### config.mk
export PLATFORM = sky130hd
export DESIGN_NAME = led_pixel_power_limiter
export DESIGN_NICKNAME = d
export VERILOG_FILES = /design/src/sv/lpl_pkg.sv /design/src/sv/led_pixel_power_limiter.sv /design/src/sv/lpl_front.sv /design/src/sv/lpl_div_cell.sv
export SDC_FILE = /design/constraint.sdc
export NUM_CORES = 2
export LEC_CHECK = 0
export BUFFER_PORTS_ARGS = -buffer_cell sky130_fd_sc_hd__buf_2
export CAP_MARGIN = 20
export CELL_PAD_IN_SITES_DETAIL_PLACEMENT = 1
export CELL_PAD_IN_SITES_GLOBAL_PLACEMENT = 2
export CORE_MARGIN = 5
export CORE_UTILIZATION = 46
export CTS_CLUSTER_SIZE = 28
export DETAILED_ROUTE_END_ITERATION = 8
export MAX_ROUTING_LAYER = met4
export PLACE_DENSITY_LB_ADDON = 0.1
export SLEW_MARGIN = 30
export SYNTH_ARGS = -nofsm -noshare
export SYNTH_HDL_FRONTEND = slang
export SYNTH_HIERARCHICAL = 1
export SYNTH_SLANG_ARGS = --single-unit
### constraint.sdc
create_clock -name clock -period 8.5 [get_ports clock]
set_input_delay 0.85 -clock clock [delete_from_list [all_inputs] [get_ports clock]]
set_output_delay 0.85 -clock clock [all_outputs]
set_load 0.01 [all_outputs]
### src/sv/lpl_pkg.sv
// ----------------------------------------------------------------------------
// LED pixel power limiter package
// Shared widths, constants and the word that moves down the divider chain.
// ----------------------------------------------------------------------------
package lpl_pkg;

   localparam int CH_W      = 8;   // one color channel
   localparam int POW_W     = 10;  // sum of three channels, up to 765
   localparam int NUM_W     = 18;  // channel * cap and 765 * limit
   localparam int QUO_W     = 8;   // scaled channel
   localparam int NUM_CH    = 3;

   localparam int CH_GREEN  = 0;
   localparam int CH_RED    = 1;
   localparam int CH_BLUE   = 2;

   localparam logic [CH_W-1:0]  LEVEL_MAX = 8'hFF;
   localparam logic [POW_W-1:0] POWER_MAX = POW_W'(765);
   localparam logic [CH_W-1:0]  LIMIT_RESET = 8'hFF;

   localparam int BRIGHTNESS_FULL_SCALE_DEFAULT = 255;

   typedef struct packed {
      logic [CH_W-1:0] green;
      logic [CH_W-1:0] red;
      logic [CH_W-1:0] blue;
      logic            last;
   } pixel_type;

   typedef struct packed {
      pixel_type                          pix;
      logic                               limit;
      logic [POW_W-1:0]                   power;
      logic [NUM_CH-1:0][NUM_W-1:0]       rem;
      logic [NUM_CH-1:0][QUO_W-1:0]       quo;
   } div_word_type;

endpackage

### src/sv/led_pixel_power_limiter.sv
// ----------------------------------------------------------------------------
// LED pixel power limiter
// Caps the summed power of a green/red/blue pixel by scaling its channels.
// ----------------------------------------------------------------------------
// Usage:
//   Pixels arrive on the req_ channel (valid/stall) and leave on the rsp_
//   channel in the same order, one result per pixel, last flag copied.
//   csr_wr_en/csr_wr_data write the brightness limit; write only while no
//   pixel is in flight. Reset sets the limit to 255 and empties the pipe.
//   Pipeline: 12 register stages (3 front stages, 8 divider cells, output
//   register). Throughput: one pixel per cycle while the receiver does not
//   stall.
//   The rate is set by the chain of 8 divider cells, one quotient bit each,
//   every cell taking a new pixel each cycle unless the stage ahead is full.
//   When the receiver stalls, the output register holds its pixel and the
//   stages behind it keep filling their empty slots; req_stall rises only
//   when every stage is occupied.
// ----------------------------------------------------------------------------
module led_pixel_power_limiter import lpl_pkg::*; #(
   parameter int BRIGHTNESS_FULL_SCALE = BRIGHTNESS_FULL_SCALE_DEFAULT
) (
   input  logic            clock,
   input  logic            reset,
   input  logic            csr_wr_en,
   input  logic [CH_W-1:0] csr_wr_data,
   input  logic            req_valid,
   output logic            req_stall,
   input  logic [CH_W-1:0] req_green_in,
   input  logic [CH_W-1:0] req_red_in,
   input  logic [CH_W-1:0] req_blue_in,
   input  logic            req_last_pixel_in,
   output logic            rsp_valid,
   input  logic            rsp_stall,
   output logic [CH_W-1:0] rsp_green_out,
   output logic [CH_W-1:0] rsp_red_out,
   output logic [CH_W-1:0] rsp_blue_out,
   output logic            rsp_last_pixel_out
);

   localparam int NUM_CELLS = QUO_W;

   logic [CH_W-1:0] limit_ff;

   pixel_type    req_pix;
   logic         front_ready;

   logic         cell_valid [NUM_CELLS+1];
   div_word_type cell_word  [NUM_CELLS+1];
   logic         cell_ready [NUM_CELLS+1];

   logic         rsp_valid_ff, rsp_valid_in, out_ready;
   pixel_type    rsp_pix_ff, rsp_pix_in;
   div_word_type last_word;

   always_ff @(posedge clock) begin
      if (reset) begin
         limit_ff <= LIMIT_RESET;
      end else if (csr_wr_en) begin
         limit_ff <= csr_wr_data;
      end
   end

   assign req_pix.green = req_green_in;
   assign req_pix.red   = req_red_in;
   assign req_pix.blue  = req_blue_in;
   assign req_pix.last  = req_last_pixel_in;
   assign req_stall     = !front_ready;

   lpl_front #(
      .BRIGHTNESS_FULL_SCALE(BRIGHTNESS_FULL_SCALE)
   ) u_front (
      .clock    (clock),
      .reset    (reset),
      .limit    (limit_ff),
      .up_valid (req_valid),
      .up_pix   (req_pix),
      .up_ready (front_ready),
      .dn_ready (cell_ready[0]),
      .dn_valid (cell_valid[0]),
      .dn_word  (cell_word[0])
   );

   // quotient bits from the top one down
   for (genvar i = 0; i < NUM_CELLS; i++) begin : g_cell
      lpl_div_cell #(
         .STEP(NUM_CELLS - 1 - i)
      ) u_cell (
         .clock    (clock),
         .reset    (reset),
         .up_valid (cell_valid[i]),
         .up_word  (cell_word[i]),
         .up_ready (cell_ready[i]),
         .dn_ready (cell_ready[i+1]),
         .dn_valid (cell_valid[i+1]),
         .dn_word  (cell_word[i+1])
      );
   end

   assign last_word            = cell_word[NUM_CELLS];
   assign out_ready            = !rsp_valid_ff || !rsp_stall;
   assign cell_ready[NUM_CELLS] = out_ready;
   assign rsp_valid_in         = out_ready ? cell_valid[NUM_CELLS] : rsp_valid_ff;

   function automatic logic [CH_W-1:0] fix_channel(input logic [CH_W-1:0]  ch,
                                                   input logic [QUO_W-1:0] quo,
                                                   input logic             limit);
      logic [CH_W-1:0] res;
      if (!limit) begin
         res = ch;
      end else if (ch == '0) begin
         res = '0;
      end else if (quo == '0) begin
         res = CH_W'(1);   // a lit channel never goes dark
      end else begin
         res = quo;
      end
      return res;
   endfunction

   always_comb begin
      rsp_pix_in.green = fix_channel(last_word.pix.green, last_word.quo[CH_GREEN],
                                     last_word.limit);
      rsp_pix_in.red   = fix_channel(last_word.pix.red, last_word.quo[CH_RED],
                                     last_word.limit);
      rsp_pix_in.blue  = fix_channel(last_word.pix.blue, last_word.quo[CH_BLUE],
                                     last_word.limit);
      rsp_pix_in.last  = last_word.pix.last;
   end

   always_ff @(posedge clock) begin
      if (reset) begin
         rsp_valid_ff <= 1'b0;
      end else begin
         rsp_valid_ff <= rsp_valid_in;
      end
   end

   always_ff @(posedge clock) begin
      if (out_ready && cell_valid[NUM_CELLS]) begin
         rsp_pix_ff <= rsp_pix_in;
      end
   end

   assign rsp_valid          = rsp_valid_ff;
   assign rsp_green_out      = rsp_pix_ff.green;
   assign rsp_red_out        = rsp_pix_ff.red;
   assign rsp_blue_out       = rsp_pix_ff.blue;
   assign rsp_last_pixel_out = rsp_pix_ff.last;

`ifndef SYNTHESIS
   a_reset_empties_output: assert property (@(posedge clock)
      $past(reset) |-> !rsp_valid_ff)
      else $error("output valid after reset");

   a_empty_output_accepts: assert property (@(posedge clock) disable iff (reset)
      !rsp_valid_ff |-> !req_stall)
      else $error("input stalled while pipeline can drain");

   a_division_complete: assert property (@(posedge clock) disable iff (reset)
      cell_valid[NUM_CELLS] && last_word.limit |->
         (last_word.rem[CH_GREEN] < NUM_W'(last_word.power)) &&
         (last_word.rem[CH_RED]   < NUM_W'(last_word.power)) &&
         (last_word.rem[CH_BLUE]  < NUM_W'(last_word.power)))
      else $error("remainder not below divisor after last cell");

   a_scaled_not_brighter: assert property (@(posedge clock) disable iff (reset)
      cell_valid[NUM_CELLS] && last_word.limit |->
         (last_word.quo[CH_GREEN] <= last_word.pix.green) &&
         (last_word.quo[CH_RED]   <= last_word.pix.red) &&
         (last_word.quo[CH_BLUE]  <= last_word.pix.blue))
      else $error("limited channel exceeds its input");
`endif

endmodule

### src/sv/lpl_front.sv
// ----------------------------------------------------------------------------
// LED pixel power limiter front end
// Power sum, cap by reciprocal multiply, limit decision and the dividends.
// ----------------------------------------------------------------------------
module lpl_front import lpl_pkg::*; #(
   parameter int BRIGHTNESS_FULL_SCALE = BRIGHTNESS_FULL_SCALE_DEFAULT
) (
   input  logic            clock,
   input  logic            reset,
   input  logic [CH_W-1:0] limit,
   input  logic            up_valid,
   input  pixel_type       up_pix,
   output logic            up_ready,
   input  logic            dn_ready,
   output logic            dn_valid,
   output div_word_type    dn_word
);

   // floor(n / FS) = (n * MULT) >> SHIFT, exact for every n below 2**NUM_W
   localparam int SHIFT = NUM_W + $clog2(BRIGHTNESS_FULL_SCALE);
   localparam longint unsigned MULT_L =
      ((64'd1 << SHIFT) + 64'(BRIGHTNESS_FULL_SCALE) - 64'd1) / 64'(BRIGHTNESS_FULL_SCALE);
   localparam logic [SHIFT:0] MULT = (SHIFT+1)'(MULT_L);
   localparam int PROD_W = NUM_W + SHIFT + 1;

   // stage A: power sum and 765 * limit
   logic             a_valid_ff, a_valid_in, a_ready;
   pixel_type        a_pix_ff;
   logic [POW_W-1:0] a_power_ff;
   logic [NUM_W-1:0] a_num_ff;

   // stage B: cap and limit decision
   logic             b_valid_ff, b_valid_in, b_ready;
   pixel_type        b_pix_ff;
   logic [POW_W-1:0] b_power_ff;
   logic [POW_W-1:0] b_cap_ff;
   logic             b_limit_ff;
   logic [PROD_W-1:0] b_prod;
   logic [NUM_W-1:0]  b_cap_full;

   // stage C: dividends
   logic             c_valid_ff, c_valid_in, c_ready;
   div_word_type     c_word_ff, c_word_in;

   assign c_ready  = !c_valid_ff || dn_ready;
   assign b_ready  = !b_valid_ff || c_ready;
   assign a_ready  = !a_valid_ff || b_ready;
   assign up_ready = a_ready;

   assign a_valid_in = a_ready ? up_valid : a_valid_ff;
   assign b_valid_in = b_ready ? a_valid_ff : b_valid_ff;
   assign c_valid_in = c_ready ? b_valid_ff : c_valid_ff;

   assign b_prod     = PROD_W'(a_num_ff) * PROD_W'(MULT);
   assign b_cap_full = b_prod[SHIFT +: NUM_W];

   always_comb begin
      c_word_in       = c_word_ff;
      c_word_in.pix   = b_pix_ff;
      c_word_in.limit = b_limit_ff;
      c_word_in.power = b_power_ff;
      c_word_in.quo   = '0;
      c_word_in.rem[CH_GREEN] = NUM_W'(b_pix_ff.green) * NUM_W'(b_cap_ff);
      c_word_in.rem[CH_RED]   = NUM_W'(b_pix_ff.red)   * NUM_W'(b_cap_ff);
      c_word_in.rem[CH_BLUE]  = NUM_W'(b_pix_ff.blue)  * NUM_W'(b_cap_ff);
   end

   always_ff @(posedge clock) begin
      if (reset) begin
         a_valid_ff <= 1'b0;
         b_valid_ff <= 1'b0;
         c_valid_ff <= 1'b0;
      end else begin
         a_valid_ff <= a_valid_in;
         b_valid_ff <= b_valid_in;
         c_valid_ff <= c_valid_in;
      end
   end

   always_ff @(posedge clock) begin
      if (a_ready && up_valid) begin
         a_pix_ff   <= up_pix;
         a_power_ff <= POW_W'(up_pix.green) + POW_W'(up_pix.red) + POW_W'(up_pix.blue);
         a_num_ff   <= NUM_W'(POWER_MAX) * NUM_W'(limit);
      end
      if (b_ready && a_valid_ff) begin
         b_pix_ff   <= a_pix_ff;
         b_power_ff <= a_power_ff;
         // only used when limiting, and then cap < power fits POW_W
         b_cap_ff   <= b_cap_full[POW_W-1:0];
         b_limit_ff <= b_cap_full < NUM_W'(a_power_ff);
      end
      if (c_ready && b_valid_ff) begin
         c_word_ff <= c_word_in;
      end
   end

   assign dn_valid = c_valid_ff;
   assign dn_word  = c_word_ff;

endmodule

### src/sv/lpl_div_cell.sv
// ----------------------------------------------------------------------------
// LED pixel power limiter divider cell
// One restoring division step, one quotient bit for each of the three channels.
// ----------------------------------------------------------------------------
module lpl_div_cell import lpl_pkg::*; #(
   parameter int STEP = 0
) (
   input  logic         clock,
   input  logic         reset,
   input  logic         up_valid,
   input  div_word_type up_word,
   output logic         up_ready,
   input  logic         dn_ready,
   output logic         dn_valid,
   output div_word_type dn_word
);

   logic         valid_ff, valid_in;
   div_word_type word_ff, word_in;
   logic [NUM_W-1:0] divisor;

   assign up_ready = !valid_ff || dn_ready;
   assign valid_in = up_ready ? up_valid : valid_ff;
   assign divisor  = NUM_W'(up_word.power) << STEP;

   always_comb begin
      word_in = up_word;
      for (int c = 0; c < NUM_CH; c++) begin
         if (up_word.rem[c] >= divisor) begin
            word_in.rem[c]       = up_word.rem[c] - divisor;
            word_in.quo[c][STEP] = 1'b1;
         end
      end
   end

   always_ff @(posedge clock) begin
      if (reset) begin
         valid_ff <= 1'b0;
      end else begin
         valid_ff <= valid_in;
      end
   end

   always_ff @(posedge clock) begin
      if (up_ready && up_valid) begin
         word_ff <= word_in;
      end
   end

   assign dn_valid = valid_ff;
   assign dn_word  = word_ff;

endmodule
==> reports/qor.txt <==
Final min period: 5.72 ns
Core Box Area: 131,000 um2
YS warnings: 6
Nets@finish: 5,628
Input/output buffers: 64
Relative slew slack: 38.1%
Initial antenna violation count: 2
Cts hold-fix bufs: 0
Comb pwr share: 41.8%
Setup Buffers After CTS: 0
H-tree depth: 3
CP cell instances: ha_1 > ha_1 > ha_1 > fa_1 > fa_1 > ha_1 > ha_1 > nand4_1 > nor3_1 > a2111oi_2 > nand4_1 > o2111ai_1 > o22ai_1 > a41o_1 > a21oi_1 > ha_1 > and4_1 > a21oi_1 > a21oi_1 > a211oi_1 > o211a_1
Final period utilization: 67.3%
Switching pwr: 7.25 mW
Clk_skew: 0.0950 ns
Hold_ws: 0.240 ns
Layer with the highest usage: met2
DP HPWL: 115 mm
CTS root buf: clkbuf_16
Internal Power: 13.3 mW
Average wire per standard cell: 22.1 um
Tot GR Track Use: 21.9%
Routed WL: 149 mm
Worst-skew pair later-pin latency: 0.78 ns
Iteration-0 DRC Markers: 1,935
Share of layout cells above drive strength 1: 9.64%
Clock Tree Buf Depth: 3
Starting Density: 46.3%
Critical path fanouts, max: 5
Slowest library cell on the worst path: edfxtp_1
FF-to-FF setup slack: 2.78 ns
Max Cap Viol: 0
Final hold violations: 0
Mapped Avg Cell Area: 12.8 um2
First-pass GRT wire length: 232 mm
Largest net degree at the start of global routing: 74
Grt total ovfl: 0
Startpoint types: flop
Family with the most delay on the worst path: adder cells
DIE WIDTH: 373 um
Switching Share: 35.2%
Area Growth Syn to Fin: 10.4%
Cts repair resizes: 0
Cells after synthesis: 4,753
Clock-pin transition on the worst setup and hold timing paths: 0.07 ns
Post-Syn Area: 60,700 um2
Crit. End Element: flop
Vias in the first global route: 39,400
Clk pwr share: 25.4%
I/O pins: 65
Final Max Slew Viols: 0
CTS tree: done
Sequential group share of total power: 32.8%
Fin Setup TNS: 0 ns
Setup Crit Path Kind: reg -> reg
Worst path bufs/invs: 0
Pwr/cell area: 307 nW/um2
Most used cell, CP: ha_1
Die height: 373 um
Num Clock Sinks: 1,082
Actual slew at the worst max-slew pin: 0.925 ns
Run status: completed
Pleak: 25.6 nW
Met1 Usage GRT: 27.2%
RSZ-0062 raised after global routing: false
Via count: 36,600
Residual DRC: 0
WP data required: 9.09 ns
DRT antenna net count: 0
TritonRoute pass-1 iters: 5
Maximum VDD drop: 0.307 mV
CP Data Arrival Time: 6.31 ns
Gp weighted congestion: 0.845
Die footprint: 139,000 um2
Avg Vias per Cell: 5.44
Met2 Use GR: 36.6%
Met3 usage: 2.82%
Peak Freq: 175 MHz
CP max stage delay: 0.49 ns
Hold Path Class: in -> reg
Final setup violation count: 0
CTS buffer count: 115
Row count: 133
worst paths after layout:
kind                                                                  from                                      to  cells past startpoint
worst max-delay path                         u_front/a_num_ff[9]$_DFFE_PP_            u_front/b_limit_ff$_DFFE_PP_                     21
worst min-delay path                                     req_last_pixel_in           u_front/a_pix_ff[0]$_DFFE_PP_                      1
worst max register to register               u_front/a_num_ff[9]$_DFFE_PP_            u_front/b_limit_ff$_DFFE_PP_                     21
worst min register to register  g_cell[1].u_cell/dn_word[22]$_SDFFCE_PP1P_  g_cell[2].u_cell/dn_word[22]$_DFFE_PP_                      0
sequential cells by signal (all words and copies together) (netlist names), 10 cells and up:
| name | cells |
|---|---|
| u_front/b_power_ff | 10 |
| u_front/dn_word | 90 |
| g_cell.u_cell/dn_word | 848 |
| u_front/a_power_ff | 10 |
| u_front/a_num_ff | 18 |
| u_front/b_pix_ff | 25 |
| u_front/b_cap_ff | 10 |
| u_front/a_pix_ff | 25 |
placed cells by master (no fill, tap or decap), drive strengths merged, types with 46 or more instances in the layout:
| cell | count |
|---|---|
| nand2 | 324 |
| clkbuf | 141 |
| nand2b | 55 |
| fa | 218 |
| nor3 | 80 |
| ha | 504 |
| nand3 | 76 |
| a21o | 67 |
| nor4 | 46 |
| a21oi | 223 |
| and2 | 142 |
| inv | 432 |
| o21ai | 187 |
| nor2b | 60 |
| edfxtp | 1062 |
| xor2 | 89 |
| clkinv | 49 |
| mux2 | 100 |
| nor2 | 231 |
| buf | 92 |
| xnor2 | 163 |
worst reg2reg max path: stages, from the launching register on:
cell,delay [ns]
edfxtp_1,0.49
ha_1,0.26
ha_1,0.19
ha_1,0.29
fa_1,0.45
fa_1,0.41
ha_1,0.21
ha_1,0.32
nand4_1,0.16
nor3_1,0.09
a2111oi_2,0.41
nand4_1,0.16
o2111ai_1,0.17
o22ai_1,0.22
a41o_1,0.34
a21oi_1,0.20
ha_1,0.28
and4_1,0.22
a21oi_1,0.16
a21oi_1,0.08
a211oi_1,0.24
o211a_1,0.19
metrics by stage:
step           setup WS, ns  utilization (%)  total power, mW  cell area (um2)  cells
6_report               2.78             51.1             20.6            67100   6724
5_1_grt                2.39             51.1             22.3            67100   6723
4_1_cts                2.73             51.1             20.9            67000   6720
3_3_place_gp           2.96             48.0             15.4            63000   6504
3_5_place_dp           2.84             48.0             15.6            63000   6504
2_1_floorplan          1.99                -             13.1            60800   4776
area by class of cell:
class	instances	area, um2
Sequential cell	1082	32300
Clock buffer	141	3020
Inverter	428	1610
Clock inverter	75	1010
Antenna cell	2	5.00
Multi-Input combinational cell	3149	26400
Timing Repair Buffer	92	546
Tap cell	1755	2200
Fill cell	13300	64200
routing by layer:
| layer | wire, um | vias up |
|---|---|---|
| li1 | - | 17500 |
| met1 | 63600 | 18300 |
| met2 | 73600 | 537 |
| met3 | 4870 | 257 |
| met4 | 6810 | 0 |
| met5 | 0 | - |
power by group through the flow:
| stage | clock network, mW | logic [mW] | registers (mW) |
|---|---|---|---|
| 2_1_floorplan | 0 | 6.39 | 6.72 |
| 3_3_place_gp | 0 | 8.52 | 6.88 |
| 3_5_place_dp | 0 | 8.67 | 6.89 |
| 4_1_cts | 5.37 | 8.78 | 6.78 |
| 5_1_grt | 5.63 | 9.86 | 6.77 |
| 6_report | 5.22 | 8.61 | 6.75 |
Note: power is estimated with default switching activity, not from simulation.
